`src/hw/rtl/ppmsd_pkg.sv`:
```
// ----------------------------------------------------------------------------
// ppmsd_pkg
// Shared types, codes and constants of the PPM image stream decoder.
// ----------------------------------------------------------------------------
package ppmsd_pkg;

  localparam int unsigned MAX_DIM_DEF = 16384;
  localparam int unsigned TOKEN_KEEP  = 63;      // token bytes that count
  localparam int unsigned DIV_STEPS   = 24;      // quotient bits per sample
  localparam int unsigned DIV_CNT_W   = 5;
  localparam int unsigned PROD_W      = 24;      // width of v * 255
  localparam int unsigned OUT_DATA_W  = 96;

  localparam logic [7:0]  CHR_P      = 8'h50;
  localparam logic [7:0]  CHR_3      = 8'h33;
  localparam logic [7:0]  CHR_6      = 8'h36;
  localparam logic [7:0]  CHR_0      = 8'h30;
  localparam logic [7:0]  CHR_9      = 8'h39;
  localparam logic [7:0]  CHR_PLUS   = 8'h2B;
  localparam logic [7:0]  CHR_HASH   = 8'h23;
  localparam logic [7:0]  CHR_LF     = 8'h0A;
  localparam logic [7:0]  CHR_SPACE  = 8'h20;
  localparam logic [7:0]  FULL_SCALE = 8'd255;
  localparam logic [15:0] VALUE_SAT  = 16'hFFFF;

  typedef enum logic [2:0] {
    PH_MAGIC  = 3'd0,
    PH_WIDTH  = 3'd1,
    PH_HEIGHT = 3'd2,
    PH_MAXV   = 3'd3,
    PH_BINARY = 3'd4,
    PH_ASCII  = 3'd5,
    PH_DONE   = 3'd6
  } phase_t;

  typedef enum logic [1:0] {
    KIND_PIXEL  = 2'd0,
    KIND_HEADER = 2'd1,
    KIND_ERROR  = 2'd2
  } kind_t;

  typedef enum logic [1:0] {
    ERR_MAGIC     = 2'd0,
    ERR_HEADER    = 2'd1,
    ERR_TRUNCATED = 2'd2,
    ERR_TOO_LARGE = 2'd3
  } err_t;

  // datapath commands issued by the controller
  typedef enum logic [2:0] {
    CMD_NONE,
    CMD_LOAD,
    CMD_SCAN,
    CMD_EOFTOK,
    CMD_EOFERR,
    CMD_DIV_START,
    CMD_DIV_STEP,
    CMD_SAMPLE
  } cmd_t;

  typedef enum logic [2:0] {
    ST_IDLE,
    ST_SCAN,
    ST_DIV_LOAD,
    ST_DIV_RUN,
    ST_SAMPLE,
    ST_EOF_TOK,
    ST_EOF_ERR
  } state_t;

  typedef struct packed {
    logic [5:0]  len;
    logic [15:0] value;
    logic        ended;
    logic [7:0]  first;
    logic [7:0]  second;
  } tok_t;

  typedef struct packed {
    kind_t       kind;
    logic [13:0] column;
    logic [13:0] row;
    logic [7:0]  red;
    logic [7:0]  green;
    logic [7:0]  blue;
    logic        last_pixel;
    logic [14:0] image_width;
    logic [14:0] image_height;
    logic [7:0]  max_value;
    err_t        error_code;
    logic        end_of_run;
  } res_t;

  typedef struct packed {
    logic slot_free;    // output register can take a result this cycle
    logic need_sample;  // the current command produced a sample
    logic need_div;     // max value calls for scaling
    logic div_done;     // last quotient step in progress
    logic eof;          // current byte is the file's last
  } dp_sts_t;

endpackage

```
`src/hw/rtl/ppmsd_ctrl.sv`:
```
// ----------------------------------------------------------------------------
// ppmsd_ctrl
// Sequencer: steps each accepted byte through scan, scaling, sample and
// end-of-file handling, one datapath command per cycle except on output stalls.
// ----------------------------------------------------------------------------
module ppmsd_ctrl import ppmsd_pkg::*; (
  input  logic    clk,
  input  logic    rst_n,
  input  logic    in_tvalid,
  output logic    in_tready,
  input  dp_sts_t sts,
  output cmd_t    cmd
);

  state_t state_r, state_nxt;

  always_ff @(posedge clk) begin
    if (!rst_n) begin
      state_r <= ST_IDLE;
    end else begin
      state_r <= state_nxt;
    end
  end

  always_comb begin
    state_nxt = state_r;
    cmd       = CMD_NONE;
    in_tready = 1'b0;
    unique case (state_r)
      ST_IDLE: begin
        in_tready = 1'b1;
        if (in_tvalid) begin
          cmd       = CMD_LOAD;
          state_nxt = ST_SCAN;
        end
      end
      ST_SCAN: begin
        if (sts.slot_free) begin
          cmd = CMD_SCAN;
          if (sts.need_sample) begin
            state_nxt = sts.need_div ? ST_DIV_LOAD : ST_SAMPLE;
          end else if (sts.eof) begin
            state_nxt = ST_EOF_TOK;
          end else begin
            state_nxt = ST_IDLE;
          end
        end
      end
      ST_DIV_LOAD: begin
        cmd       = CMD_DIV_START;
        state_nxt = ST_DIV_RUN;
      end
      ST_DIV_RUN: begin
        cmd = CMD_DIV_STEP;
        if (sts.div_done) begin
          state_nxt = ST_SAMPLE;
        end
      end
      ST_SAMPLE: begin
        if (sts.slot_free) begin
          cmd       = CMD_SAMPLE;
          state_nxt = sts.eof ? ST_EOF_TOK : ST_IDLE;
        end
      end
      ST_EOF_TOK: begin
        if (sts.slot_free) begin
          cmd = CMD_EOFTOK;
          if (sts.need_sample) begin
            state_nxt = sts.need_div ? ST_DIV_LOAD : ST_SAMPLE;
          end else begin
            state_nxt = ST_EOF_ERR;
          end
        end
      end
      ST_EOF_ERR: begin
        if (sts.slot_free) begin
          cmd       = CMD_EOFERR;
          state_nxt = ST_IDLE;
        end
      end
      default: begin
        state_nxt = ST_IDLE;
      end
    endcase
  end

endmodule

```
`src/hw/rtl/ppmsd_dp.sv`:
```
// ----------------------------------------------------------------------------
// ppmsd_dp
// Parser state, header checks, radix-2 sample scaler, pixel counters and
// the output register.
// ----------------------------------------------------------------------------
module ppmsd_dp import ppmsd_pkg::*; #(
  parameter int unsigned MAX_DIM = MAX_DIM_DEF
) (
  input  logic       clk,
  input  logic       rst_n,
  input  cmd_t       cmd,
  input  logic [7:0] in_byte,
  input  logic       in_eof,
  input  logic       out_tready,
  output dp_sts_t    sts,
  output logic       out_valid,
  output res_t       out_res
);

  localparam int unsigned CNT_W = (MAX_DIM > 1) ? $clog2(MAX_DIM) : 1;

  // parser state
  phase_t            phase_r, phase_nxt;
  logic              in_comment_r, in_comment_nxt;
  logic              in_token_r, in_token_nxt;
  tok_t              tok_r, tok_nxt;
  logic              ascii_r, ascii_nxt;
  logic [15:0]       width_r, width_nxt;
  logic [15:0]       height_r, height_nxt;
  logic [7:0]        maxv_r, maxv_nxt;
  logic [CNT_W-1:0]  col_r, col_nxt;
  logic [CNT_W-1:0]  row_r, row_nxt;
  logic [1:0]        chan_r, chan_nxt;
  logic [7:0]        held_red_r, held_red_nxt;
  logic [7:0]        held_green_r, held_green_nxt;
  logic              out_valid_r, out_valid_nxt;

  // payload
  logic [7:0]        byte_r, byte_nxt;
  logic              eof_r, eof_nxt;
  logic [15:0]       sample_v_r, sample_v_nxt;
  logic [PROD_W-1:0] div_num_r, div_num_nxt;
  logic [7:0]        div_rem_r, div_rem_nxt;
  logic [7:0]        div_q_r, div_q_nxt;
  logic [DIV_CNT_W-1:0] div_cnt_r, div_cnt_nxt;
  res_t              out_res_r, out_res_nxt;

  // token completion
  phase_t      fin_phase;
  logic [15:0] fin_width, fin_height;
  logic [7:0]  fin_maxv;
  logic        fin_ascii, fin_clear, fin_emit, fin_sample;
  res_t        fin_res;

  logic        tokenized, apply_fin, emit, need_sample, need_div, slot_free;
  res_t        res;
  tok_t        tok_fresh;
  logic [7:0]  scaled;
  logic [8:0]  rem_sh;
  logic [16:0] col_inc, row_inc;
  logic        last;

  function automatic tok_t add_char(tok_t t, logic [7:0] c);
    tok_t        r;
    logic [19:0] acc;
    r   = t;
    acc = '0;
    if (t.len < 6'(TOKEN_KEEP)) begin
      r.len = t.len + 6'd1;
      if (t.len == 6'd0) r.first = c;
      if (t.len == 6'd1) r.second = c;
      if (!t.ended) begin
        if (c >= CHR_0 && c <= CHR_9) begin
          acc     = 20'(t.value) * 20'd10 + 20'(c - CHR_0);
          r.value = (acc > 20'(VALUE_SAT)) ? VALUE_SAT : acc[15:0];
        end else if (!(t.len == 6'd0 && c == CHR_PLUS)) begin
          r.ended = 1'b1;
        end
      end
    end
    return r;
  endfunction

  assign slot_free = !out_valid_r || out_tready;
  assign need_div  = (maxv_r != FULL_SCALE) && (maxv_r != 8'd0);
  assign tokenized = (phase_r <= PH_MAXV) || (phase_r == PH_ASCII);
  assign scaled    = need_div ? div_q_r : sample_v_r[7:0];
  assign rem_sh    = {div_rem_r, div_num_r[PROD_W-1]};
  assign col_inc   = 17'(col_r) + 17'd1;
  assign row_inc   = 17'(row_r) + 17'd1;
  assign last      = (col_inc >= {1'b0, width_r}) && (row_inc >= {1'b0, height_r});

  always_comb begin
    tok_fresh       = tok_r;
    tok_fresh.len   = '0;
    tok_fresh.value = '0;
    tok_fresh.ended = 1'b0;
  end

  // what a completed token does in the current phase
  always_comb begin
    fin_phase  = phase_r;
    fin_width  = width_r;
    fin_height = height_r;
    fin_maxv   = maxv_r;
    fin_ascii  = ascii_r;
    fin_clear  = 1'b0;
    fin_emit   = 1'b0;
    fin_sample = 1'b0;
    fin_res    = '0;
    case (phase_r)
      PH_MAGIC: begin
        if (tok_r.len == 6'd2 && tok_r.first == CHR_P &&
            (tok_r.second == CHR_6 || tok_r.second == CHR_3)) begin
          fin_ascii = (tok_r.second == CHR_3);
          fin_phase = PH_WIDTH;
        end else begin
          fin_phase          = PH_DONE;
          fin_emit           = 1'b1;
          fin_res.kind       = KIND_ERROR;
          fin_res.error_code = ERR_MAGIC;
        end
      end
      PH_WIDTH: begin
        fin_width = tok_r.value;
        fin_phase = PH_HEIGHT;
      end
      PH_HEIGHT: begin
        fin_height = tok_r.value;
        fin_phase  = PH_MAXV;
      end
      PH_MAXV: begin
        fin_emit = 1'b1;
        if (width_r == 16'd0 || height_r == 16'd0 || tok_r.value == 16'd0 ||
            tok_r.value > 16'(FULL_SCALE)) begin
          fin_phase          = PH_DONE;
          fin_res.kind       = KIND_ERROR;
          fin_res.error_code = ERR_HEADER;
        end else if (width_r > 16'(MAX_DIM) || height_r > 16'(MAX_DIM)) begin
          fin_phase          = PH_DONE;
          fin_res.kind       = KIND_ERROR;
          fin_res.error_code = ERR_TOO_LARGE;
        end else begin
          fin_maxv             = tok_r.value[7:0];
          fin_clear            = 1'b1;
          fin_phase            = ascii_r ? PH_ASCII : PH_BINARY;
          fin_res.kind         = KIND_HEADER;
          fin_res.image_width  = width_r[14:0];
          fin_res.image_height = height_r[14:0];
          fin_res.max_value    = tok_r.value[7:0];
        end
      end
      PH_ASCII: begin
        fin_sample = 1'b1;
      end
      default: ;
    endcase
  end

  always_comb begin
    phase_nxt      = phase_r;
    in_comment_nxt = in_comment_r;
    in_token_nxt   = in_token_r;
    tok_nxt        = tok_r;
    ascii_nxt      = ascii_r;
    width_nxt      = width_r;
    height_nxt     = height_r;
    maxv_nxt       = maxv_r;
    col_nxt        = col_r;
    row_nxt        = row_r;
    chan_nxt       = chan_r;
    held_red_nxt   = held_red_r;
    held_green_nxt = held_green_r;
    byte_nxt       = byte_r;
    eof_nxt        = eof_r;
    sample_v_nxt   = sample_v_r;
    div_num_nxt    = div_num_r;
    div_rem_nxt    = div_rem_r;
    div_q_nxt      = div_q_r;
    div_cnt_nxt    = div_cnt_r;
    apply_fin      = 1'b0;
    need_sample    = 1'b0;
    emit           = 1'b0;
    res            = '0;

    case (cmd)
      CMD_LOAD: begin
        byte_nxt = in_byte;
        eof_nxt  = in_eof;
      end
      CMD_SCAN: begin
        if (phase_r == PH_BINARY) begin
          need_sample  = 1'b1;
          sample_v_nxt = {8'h00, byte_r};
        end else if (tokenized) begin
          if (in_comment_r) begin
            if (byte_r == CHR_LF) in_comment_nxt = 1'b0;
          end else if (in_token_r) begin
            if (byte_r <= CHR_SPACE) begin
              in_token_nxt = 1'b0;
              apply_fin    = 1'b1;
            end else begin
              tok_nxt = add_char(tok_r, byte_r);
            end
          end else if (byte_r == CHR_HASH) begin
            in_comment_nxt = 1'b1;
          end else if (byte_r > CHR_SPACE) begin
            in_token_nxt = 1'b1;
            tok_nxt      = add_char(tok_fresh, byte_r);
          end
        end
      end
      CMD_EOFTOK: begin
        if (in_token_r && tokenized) begin
          in_token_nxt = 1'b0;
          apply_fin    = 1'b1;
        end
      end
      CMD_EOFERR: begin
        if (phase_r <= PH_ASCII) begin
          emit           = 1'b1;
          res.kind       = KIND_ERROR;
          res.error_code = ERR_TRUNCATED;
        end
        // end of file: back to a fresh image
        phase_nxt      = PH_MAGIC;
        in_comment_nxt = 1'b0;
        in_token_nxt   = 1'b0;
        tok_nxt        = '0;
        ascii_nxt      = 1'b0;
        width_nxt      = '0;
        height_nxt     = '0;
        maxv_nxt       = '0;
        col_nxt        = '0;
        row_nxt        = '0;
        chan_nxt       = '0;
        held_red_nxt   = '0;
        held_green_nxt = '0;
      end
      CMD_DIV_START: begin
        // v * 255 as (v << 8) - v
        div_num_nxt = PROD_W'({sample_v_r, 8'h00}) - PROD_W'(sample_v_r);
        div_rem_nxt = '0;
        div_q_nxt   = '0;
        div_cnt_nxt = DIV_CNT_W'(DIV_STEPS);
      end
      CMD_DIV_STEP: begin
        // restoring step; only the low quotient byte is kept
        div_num_nxt = {div_num_r[PROD_W-2:0], 1'b0};
        div_cnt_nxt = div_cnt_r - DIV_CNT_W'(1);
        if (rem_sh >= {1'b0, maxv_r}) begin
          div_rem_nxt = 8'(rem_sh - {1'b0, maxv_r});
          div_q_nxt   = {div_q_r[6:0], 1'b1};
        end else begin
          div_rem_nxt = rem_sh[7:0];
          div_q_nxt   = {div_q_r[6:0], 1'b0};
        end
      end
      CMD_SAMPLE: begin
        case (chan_r)
          2'd0: begin
            held_red_nxt = scaled;
            chan_nxt     = 2'd1;
          end
          2'd1: begin
            held_green_nxt = scaled;
            chan_nxt       = 2'd2;
          end
          default: begin
            chan_nxt       = 2'd0;
            emit           = 1'b1;
            res.kind       = KIND_PIXEL;
            res.column     = 14'(col_r);
            res.row        = 14'(row_r);
            res.red        = held_red_r;
            res.green      = held_green_r;
            res.blue       = scaled;
            res.last_pixel = last;
            if (last) begin
              phase_nxt = PH_DONE;
            end else if (col_inc >= {1'b0, width_r}) begin
              col_nxt = '0;
              row_nxt = CNT_W'(row_inc);
            end else begin
              col_nxt = CNT_W'(col_inc);
            end
          end
        endcase
      end
      default: ;
    endcase

    if (apply_fin) begin
      phase_nxt  = fin_phase;
      width_nxt  = fin_width;
      height_nxt = fin_height;
      maxv_nxt   = fin_maxv;
      ascii_nxt  = fin_ascii;
      if (fin_clear) begin
        col_nxt  = '0;
        row_nxt  = '0;
        chan_nxt = '0;
      end
      if (fin_sample) begin
        need_sample  = 1'b1;
        sample_v_nxt = tok_r.value;
      end
      emit = fin_emit;
      res  = fin_res;
    end

    // a truncation error follows on an end-of-file byte unless the image closed
    if (cmd == CMD_EOFERR) begin
      res.end_of_run = 1'b1;
    end else begin
      res.end_of_run = !(eof_r && (phase_nxt <= PH_ASCII));
    end

    out_res_nxt   = emit ? res : out_res_r;
    out_valid_nxt = emit ? 1'b1 : (out_tready ? 1'b0 : out_valid_r);
  end

  always_ff @(posedge clk) begin
    if (!rst_n) begin
      phase_r      <= PH_MAGIC;
      in_comment_r <= 1'b0;
      in_token_r   <= 1'b0;
      tok_r        <= '0;
      ascii_r      <= 1'b0;
      width_r      <= '0;
      height_r     <= '0;
      maxv_r       <= '0;
      col_r        <= '0;
      row_r        <= '0;
      chan_r       <= '0;
      held_red_r   <= '0;
      held_green_r <= '0;
      out_valid_r  <= 1'b0;
    end else begin
      phase_r      <= phase_nxt;
      in_comment_r <= in_comment_nxt;
      in_token_r   <= in_token_nxt;
      tok_r        <= tok_nxt;
      ascii_r      <= ascii_nxt;
      width_r      <= width_nxt;
      height_r     <= height_nxt;
      maxv_r       <= maxv_nxt;
      col_r        <= col_nxt;
      row_r        <= row_nxt;
      chan_r       <= chan_nxt;
      held_red_r   <= held_red_nxt;
      held_green_r <= held_green_nxt;
      out_valid_r  <= out_valid_nxt;
    end
  end

  always_ff @(posedge clk) begin
    byte_r     <= byte_nxt;
    eof_r      <= eof_nxt;
    sample_v_r <= sample_v_nxt;
    div_num_r  <= div_num_nxt;
    div_rem_r  <= div_rem_nxt;
    div_q_r    <= div_q_nxt;
    div_cnt_r  <= div_cnt_nxt;
    out_res_r  <= out_res_nxt;
  end

  assign sts.slot_free   = slot_free;
  assign sts.need_sample = need_sample;
  assign sts.need_div    = need_div;
  assign sts.div_done    = (div_cnt_r == DIV_CNT_W'(1));
  assign sts.eof         = eof_r;
  assign out_valid       = out_valid_r;
  assign out_res         = out_res_r;

endmodule

```
`src/hw/rtl/ppm_image_stream_decoder_top.sv`:
```
// ----------------------------------------------------------------------------
// ppm_image_stream_decoder_top
// PPM (P6 binary / P3 ASCII) byte stream decoder with header and pixel output.
// ----------------------------------------------------------------------------
// Feed the file one byte per input request, with in_tlast on the file's last
// byte. The block skips whitespace and '#' comments between header tokens,
// checks the magic, reads width, height and max value, and then reports one
// header request followed by one pixel request per three samples, each pixel
// tagged with its column and row. Samples are rescaled to v*255/maxval (low 8
// bits) unless maxval is 255. Errors (bad magic, bad header value, too large,
// truncated data) come out as their own request; after an error or the last
// pixel, bytes are ignored until end of file, which rearms for a new image.
// One byte is worked on at a time. A header or comment byte is loaded and
// scanned; a sample byte is loaded, scanned and stored, with a divider load
// and 24 radix-2 steps, one quotient bit per cycle, in between unless maxval
// is 255. An end-of-file byte adds a token-close and an error step, with the
// divide and sample steps between them when it closes an ASCII sample. New
// bytes are taken while the last result still sits in the output register;
// every scan, sample and end-of-file step waits while that register holds a
// result not yet taken, whether or not it writes one; divide steps never wait.
// ----------------------------------------------------------------------------
module ppm_image_stream_decoder_top import ppmsd_pkg::*; #(
  parameter int unsigned MAX_DIM = MAX_DIM_DEF   // largest accepted width/height
) (
  input  logic                  clk,
  input  logic                  rst_n,
  // byte input
  input  logic                  in_tvalid,
  output logic                  in_tready,
  input  logic [7:0]            in_tdata,   // [7:0] data_byte
  input  logic                  in_tlast,   // end_of_file
  // results
  output logic                  out_tvalid,
  input  logic                  out_tready,
  // [13:0] column, [27:14] row, [35:28] red, [43:36] green, [51:44] blue,
  // [52] last_pixel, [67:53] image_width, [82:68] image_height,
  // [90:83] max_value, [92:91] error_code, [95:93] zero
  output logic [OUT_DATA_W-1:0] out_tdata,
  output logic [1:0]            out_tuser,  // [1:0] kind
  output logic                  out_tlast   // end_of_run
);

  cmd_t    cmd;
  dp_sts_t sts;
  res_t    res;

  // sequencer: one command per cycle except on output stalls
  ppmsd_ctrl u_ctrl (
    .clk       (clk),
    .rst_n     (rst_n),
    .in_tvalid (in_tvalid),
    .in_tready (in_tready),
    .sts       (sts),
    .cmd       (cmd)
  );

  // parser, scaler, counters and output register
  ppmsd_dp #(
    .MAX_DIM (MAX_DIM)
  ) u_dp (
    .clk        (clk),
    .rst_n      (rst_n),
    .cmd        (cmd),
    .in_byte    (in_tdata),
    .in_eof     (in_tlast),
    .out_tready (out_tready),
    .sts        (sts),
    .out_valid  (out_tvalid),
    .out_res    (res)
  );

  // result packing, highest field first, column in the lowest bits
  assign out_tdata = {3'b000, res.error_code, res.max_value, res.image_height,
                      res.image_width, res.last_pixel, res.blue, res.green,
                      res.red, res.row, res.column};
  assign out_tuser = res.kind;
  assign out_tlast = res.end_of_run;

endmodule

```
`config.mk`:
```
export PLATFORM = sky130hd
export DESIGN_NAME = ppm_image_stream_decoder_top
export DESIGN_NICKNAME = d
export VERILOG_FILES = /design/src/hw/rtl/ppmsd_pkg.sv /design/src/hw/rtl/ppmsd_ctrl.sv /design/src/hw/rtl/ppmsd_dp.sv /design/src/hw/rtl/ppm_image_stream_decoder_top.sv
export SDC_FILE = /design/constraint.sdc
export NUM_CORES = 1
export LEC_CHECK = 0
export BUFFER_PORTS_ARGS = -buffer_cell sky130_fd_sc_hd__buf_2
export CELL_PAD_IN_SITES_DETAIL_PLACEMENT = 1
export CELL_PAD_IN_SITES_GLOBAL_PLACEMENT = 1
export CORE_MARGIN = 1
export CORE_UTILIZATION = 45
export DETAILED_ROUTE_END_ITERATION = 8
export PLACE_DENSITY_LB_ADDON = 0.1
export SETUP_SLACK_MARGIN = 0.1
export SYNTH_ARGS = -nofsm -noshare
export SYNTH_HDL_FRONTEND = slang
export SYNTH_HIERARCHICAL = 1
export SYNTH_SLANG_ARGS = --single-unit
```
`constraint.sdc`:
```
create_clock -name clk -period 6.4 [get_ports clk]
set_input_delay 0.32 -clock clk [delete_from_list [all_inputs] [get_ports clk]]
set_output_delay 0.32 -clock clk [all_outputs]
set_load 0.01 [all_outputs]
```
==> results.sh <==
export IMPL_reg2regPathDepth=22
export IMPL_hold_depth=3
export IMPL_drive_gt1_frac=0.1226
export IMPL_numCtsBuffers=36
export IMPL_area_growth_synth_to_final_pct=12.77
export IMPL_final_cell_mix="a21oi_1, nand2_1, dfxtp_1"
export IMPL_antenna_found_initial=1
export IMPL_cellInternalPower_mw=4.494
export IMPL_grt_pass1_wl_mm=76.91
export IMPL_synth_simple_area_share=0.2042
export IMPL_crit_path_start_kind="flip-flop"
export IMPL_grt_total_usage=0.2533
export IMPL_start_util=0.4580
export IMPL_crit_path_end_kind="flip-flop"
export IMPL_postSynthAreaPerCell_um2=9.374
export IMPL_async_reset_ff_frac=0
export IMPL_power_share_switching=0.3411
export IMPL_synth_compound_area_frac=0.1608
export IMPL_root_buffer="clkbuf_16"
export IMPL_num_vias=13770
export IMPL_p_comb_frac=0.315
export IMPL_dp_hpwl_mm=34.97
export IMPL_whs_ns=0.1722
export IMPL_max_cap_viol_count=0
export IMPL_leakage_nw=7.450
export IMPL_p_per_area_nw_per_um2=359.9
export IMPL_core_rowCount=70
export IMPL_synth_seq_cells=301
export IMPL_cts_sinks=301
export IMPL_finClkSkew_ns=0.01739
export IMPL_path_clk_slew_ns=0.06
export IMPL_layout_setup_ws_ns=1.202
export IMPL_htree_levels=2
export IMPL_nets=1992
export IMPL_hold_class="input pin to flip-flop"
export IMPL_peakVddDrop_uv=350.1
export IMPL_routed_wl_mm=48.22
export IMPL_synthAdderAreaFrac=0.08099
export IMPL_critPathArrivalTime_ns=5.63
export IMPL_design_area_um2=18950
export IMPL_drt_initial_drc_count=740
export IMPL_max_freq_mhz=192.4
export IMPL_die_area_um2=38130
export IMPL_slew_violations=0
export IMPL_run_status="completed"
export IMPL_critPathKind="flip-flop to flip-flop"
export IMPL_synthFlopType="dfxtp_1"
export IMPL_dp_slack_ns=1.282
export IMPL_gr_total_overflow=0
export IMPL_die_w_um=195.3
export IMPL_fin_util=0.5165
export IMPL_postCtsSetupRepairBufs=0
export IMPL_p_seq_frac=0.378
export IMPL_total_power_mw=6.821
export IMPL_cts_hold_buffers_added=9
export IMPL_gp_congestion=0.8710
export IMPL_cts_tree="built"
export IMPL_layout_commonest_cell="a21oi_1"
export IMPL_cts_resized=0
export IMPL_period_needed_ns=5.198
export IMPL_layout_cells_non_filler=2368
export IMPL_cts_path_max_buffers=3
export IMPL_yosysWarnings=6
export IMPL_worst_skew_pair_late_latency_ns=0.54
export IMPL_die_y_um=195.3
export IMPL_grt_max_degree=71
export IMPL_slew_headroom=0.2158
export IMPL_crit_fanout=13
export IMPL_syn_inst=1793
export IMPL_grt_pass1_vias=13890
export IMPL_diodes=0
export IMPL_synth_top_family_by_area="simple AND/OR/NAND/NOR gates"
export IMPL_core_um2=36700
export IMPL_syn_area_um2=16810
export IMPL_finalSetupViolCount=0
export IMPL_dpl_cell_area_um2=17660
export IMPL_fin_crit_sh=0.8122
export IMPL_crit_required_ns=6.84
export IMPL_viasPerCell=5.814
export IMPL_worst_pin_slew_ns=1.166
export IMPL_dr_pass1_iters=5
export IMPL_drc=0
export IMPL_ant_nets=0
export IMPL_synth_edff_count=150
export IMPL_synthXorXnorAreaFrac=0.04310
export IMPL_yosys_cell_types_count=96
export IMPL_yosysSeqAreaShare=0.4479
export IMPL_io_buffers=110
export IMPL_finalSetupTns_ns=0
export IMPL_dp_cells=2293
export IMPL_p_sw_mw=2.327
export IMPL_wl_per_cell_um=20.36
export IMPL_rsz0062_at_grt="false"
export IMPL_finalHoldViolations=0
export IMPL_power_frac_clock=0.307
export IMPL_synth_mux_area_frac=0.01742
export IMPL_io_pins=114
-- logic make-up after synthesis --
logic type | after synthesis
AND/OR/NAND/NOR | 680
AO/OA/AOI/OAI | 412
other | 1
adder cells (fa/ha/maj) | 107
buffers and inverters | 182
XOR/XNOR | 81
multiplexers | 29
flip-flops | 301
-- cells in the mapped netlist (5+ instances only) --
cell type	number	area, µm²
o311ai_0	10	87.58
dfxtp_1	151	3023
a211o_1	7	61.31
nand2_1	151	566.8
nor4_1	26	162.7
nor3_1	71	355.3
nor2b_1	15	93.84
nand3_1	100	500.5
buf_1	6	22.52
a21boi_0	5	37.54
a211oi_1	18	135.1
mux2i_1	27	270.3
a21oi_1	160	800.8
nand4_1	19	118.9
and3_1	28	175.2
o211ai_1	9	67.56
a31oi_1	12	75.07
nand4b_1	5	43.79
xnor2_1	53	464.2
o21a_1	10	75.07
ha_1	104	1301
clkbuf_1	64	240.2
o21ai_0	63	315.3
o31ai_1	21	157.7
buf_4	13	97.59
nand2b_1	14	87.58
or2_2	5	31.28
and2_1	61	381.6
inv_1	83	311.6
nor2_1	143	536.8
a21o_1	30	225.2
buf_2	13	65.06
xor2_1	27	236.5
edfxtp_1	150	4504
or3_1	7	43.79
nor3b_1	5	37.54
-- metal layers --
layer  vias up  share of wire  track usage
li1       6662              -            -
met1      6767           0.48       0.3589
met2       268           0.45       0.3984
met3        71          0.036      0.03230
met4         0          0.025      0.08632
met5         -              0            0
-- flip-flops by register name (all words and copies together) (netlist names), 5 cells and up --
signal / cells
u_dp/out_res: 96
u_dp/div_num_r: 24
u_dp/tok_r: 23
u_dp/height_r: 16
u_dp/sample_v_r: 16
u_dp/tok_fresh: 16
u_dp/width_r: 16
u_dp/col_r: 14
u_dp/row_r: 14
u_dp/byte_r: 8
u_dp/div_q_r: 8
u_dp/div_rem_r: 8
u_dp/held_green_r: 8
u_dp/held_red_r: 8
u_dp/maxv_r: 8
u_dp/div_cnt_r: 5
-- worst max-delay path: stages, from the launching register on --
cell	delay, ns
dfxtp_1	0.55
ha_1	0.30
ha_1	0.23
inv_1	0.08
fa_1	0.20
nor2b_1	0.05
o21ai_0	0.21
a21boi_0	0.15
o21ai_0	0.26
nand2b_1	0.13
a21o_1	0.19
a21oi_1	0.17
xnor2_1	0.19
ha_1	0.35
o21ai_0	0.18
nor2_1	0.08
or4_1	0.47
a31oi_1	0.23
a21boi_0	0.14
o211ai_1	0.38
nor2_1	0.09
buf_4	0.21
o31ai_1	0.24
-- power groups by stage --
| stage | combinational, mW | clock [mW] | sequential (mW) |
|---|---|---|---|
| final | 2.15 | 2.09 | 2.58 |
| after global routing | 2.38 | 2.22 | 2.60 |
| after CTS | 2.16 | 2.14 | 2.58 |
| after detailed placement | 2.13 | 0 | 2.62 |
| after global placement | 2.09 | 0 | 2.60 |
| after floorplan | 1.60 | 0 | 2.56 |
-- worst paths after layout --
check	start	endpoint	slack, ns
max	u_dp/tok_r[18]$_SDFFE_PN0P_	u_dp/tok_r[27]$_SDFFE_PN0P_	1.20
min	rst_n	u_dp/phase_r[1]$_SDFF_PN0_	0.17
max reg2reg	u_dp/tok_r[18]$_SDFFE_PN0P_	u_dp/tok_r[27]$_SDFFE_PN0P_	1.20
min reg2reg	u_dp/tok_fresh[1]$_SDFFE_PN0P_	u_dp/tok_fresh[1]$_SDFFE_PN0P_	0.46
-- layout make-up --
type,instances,area (µm²)
sequential,301,7527
clock inverter,19,191.4
clock buffer,47,1015
inverter,84,317.8
multi-input combinational,1312,8541
tap,468,585.6
fill,4191,17740
timing repair buffer,137,775.7
Power figures use the tool's default switching activity.
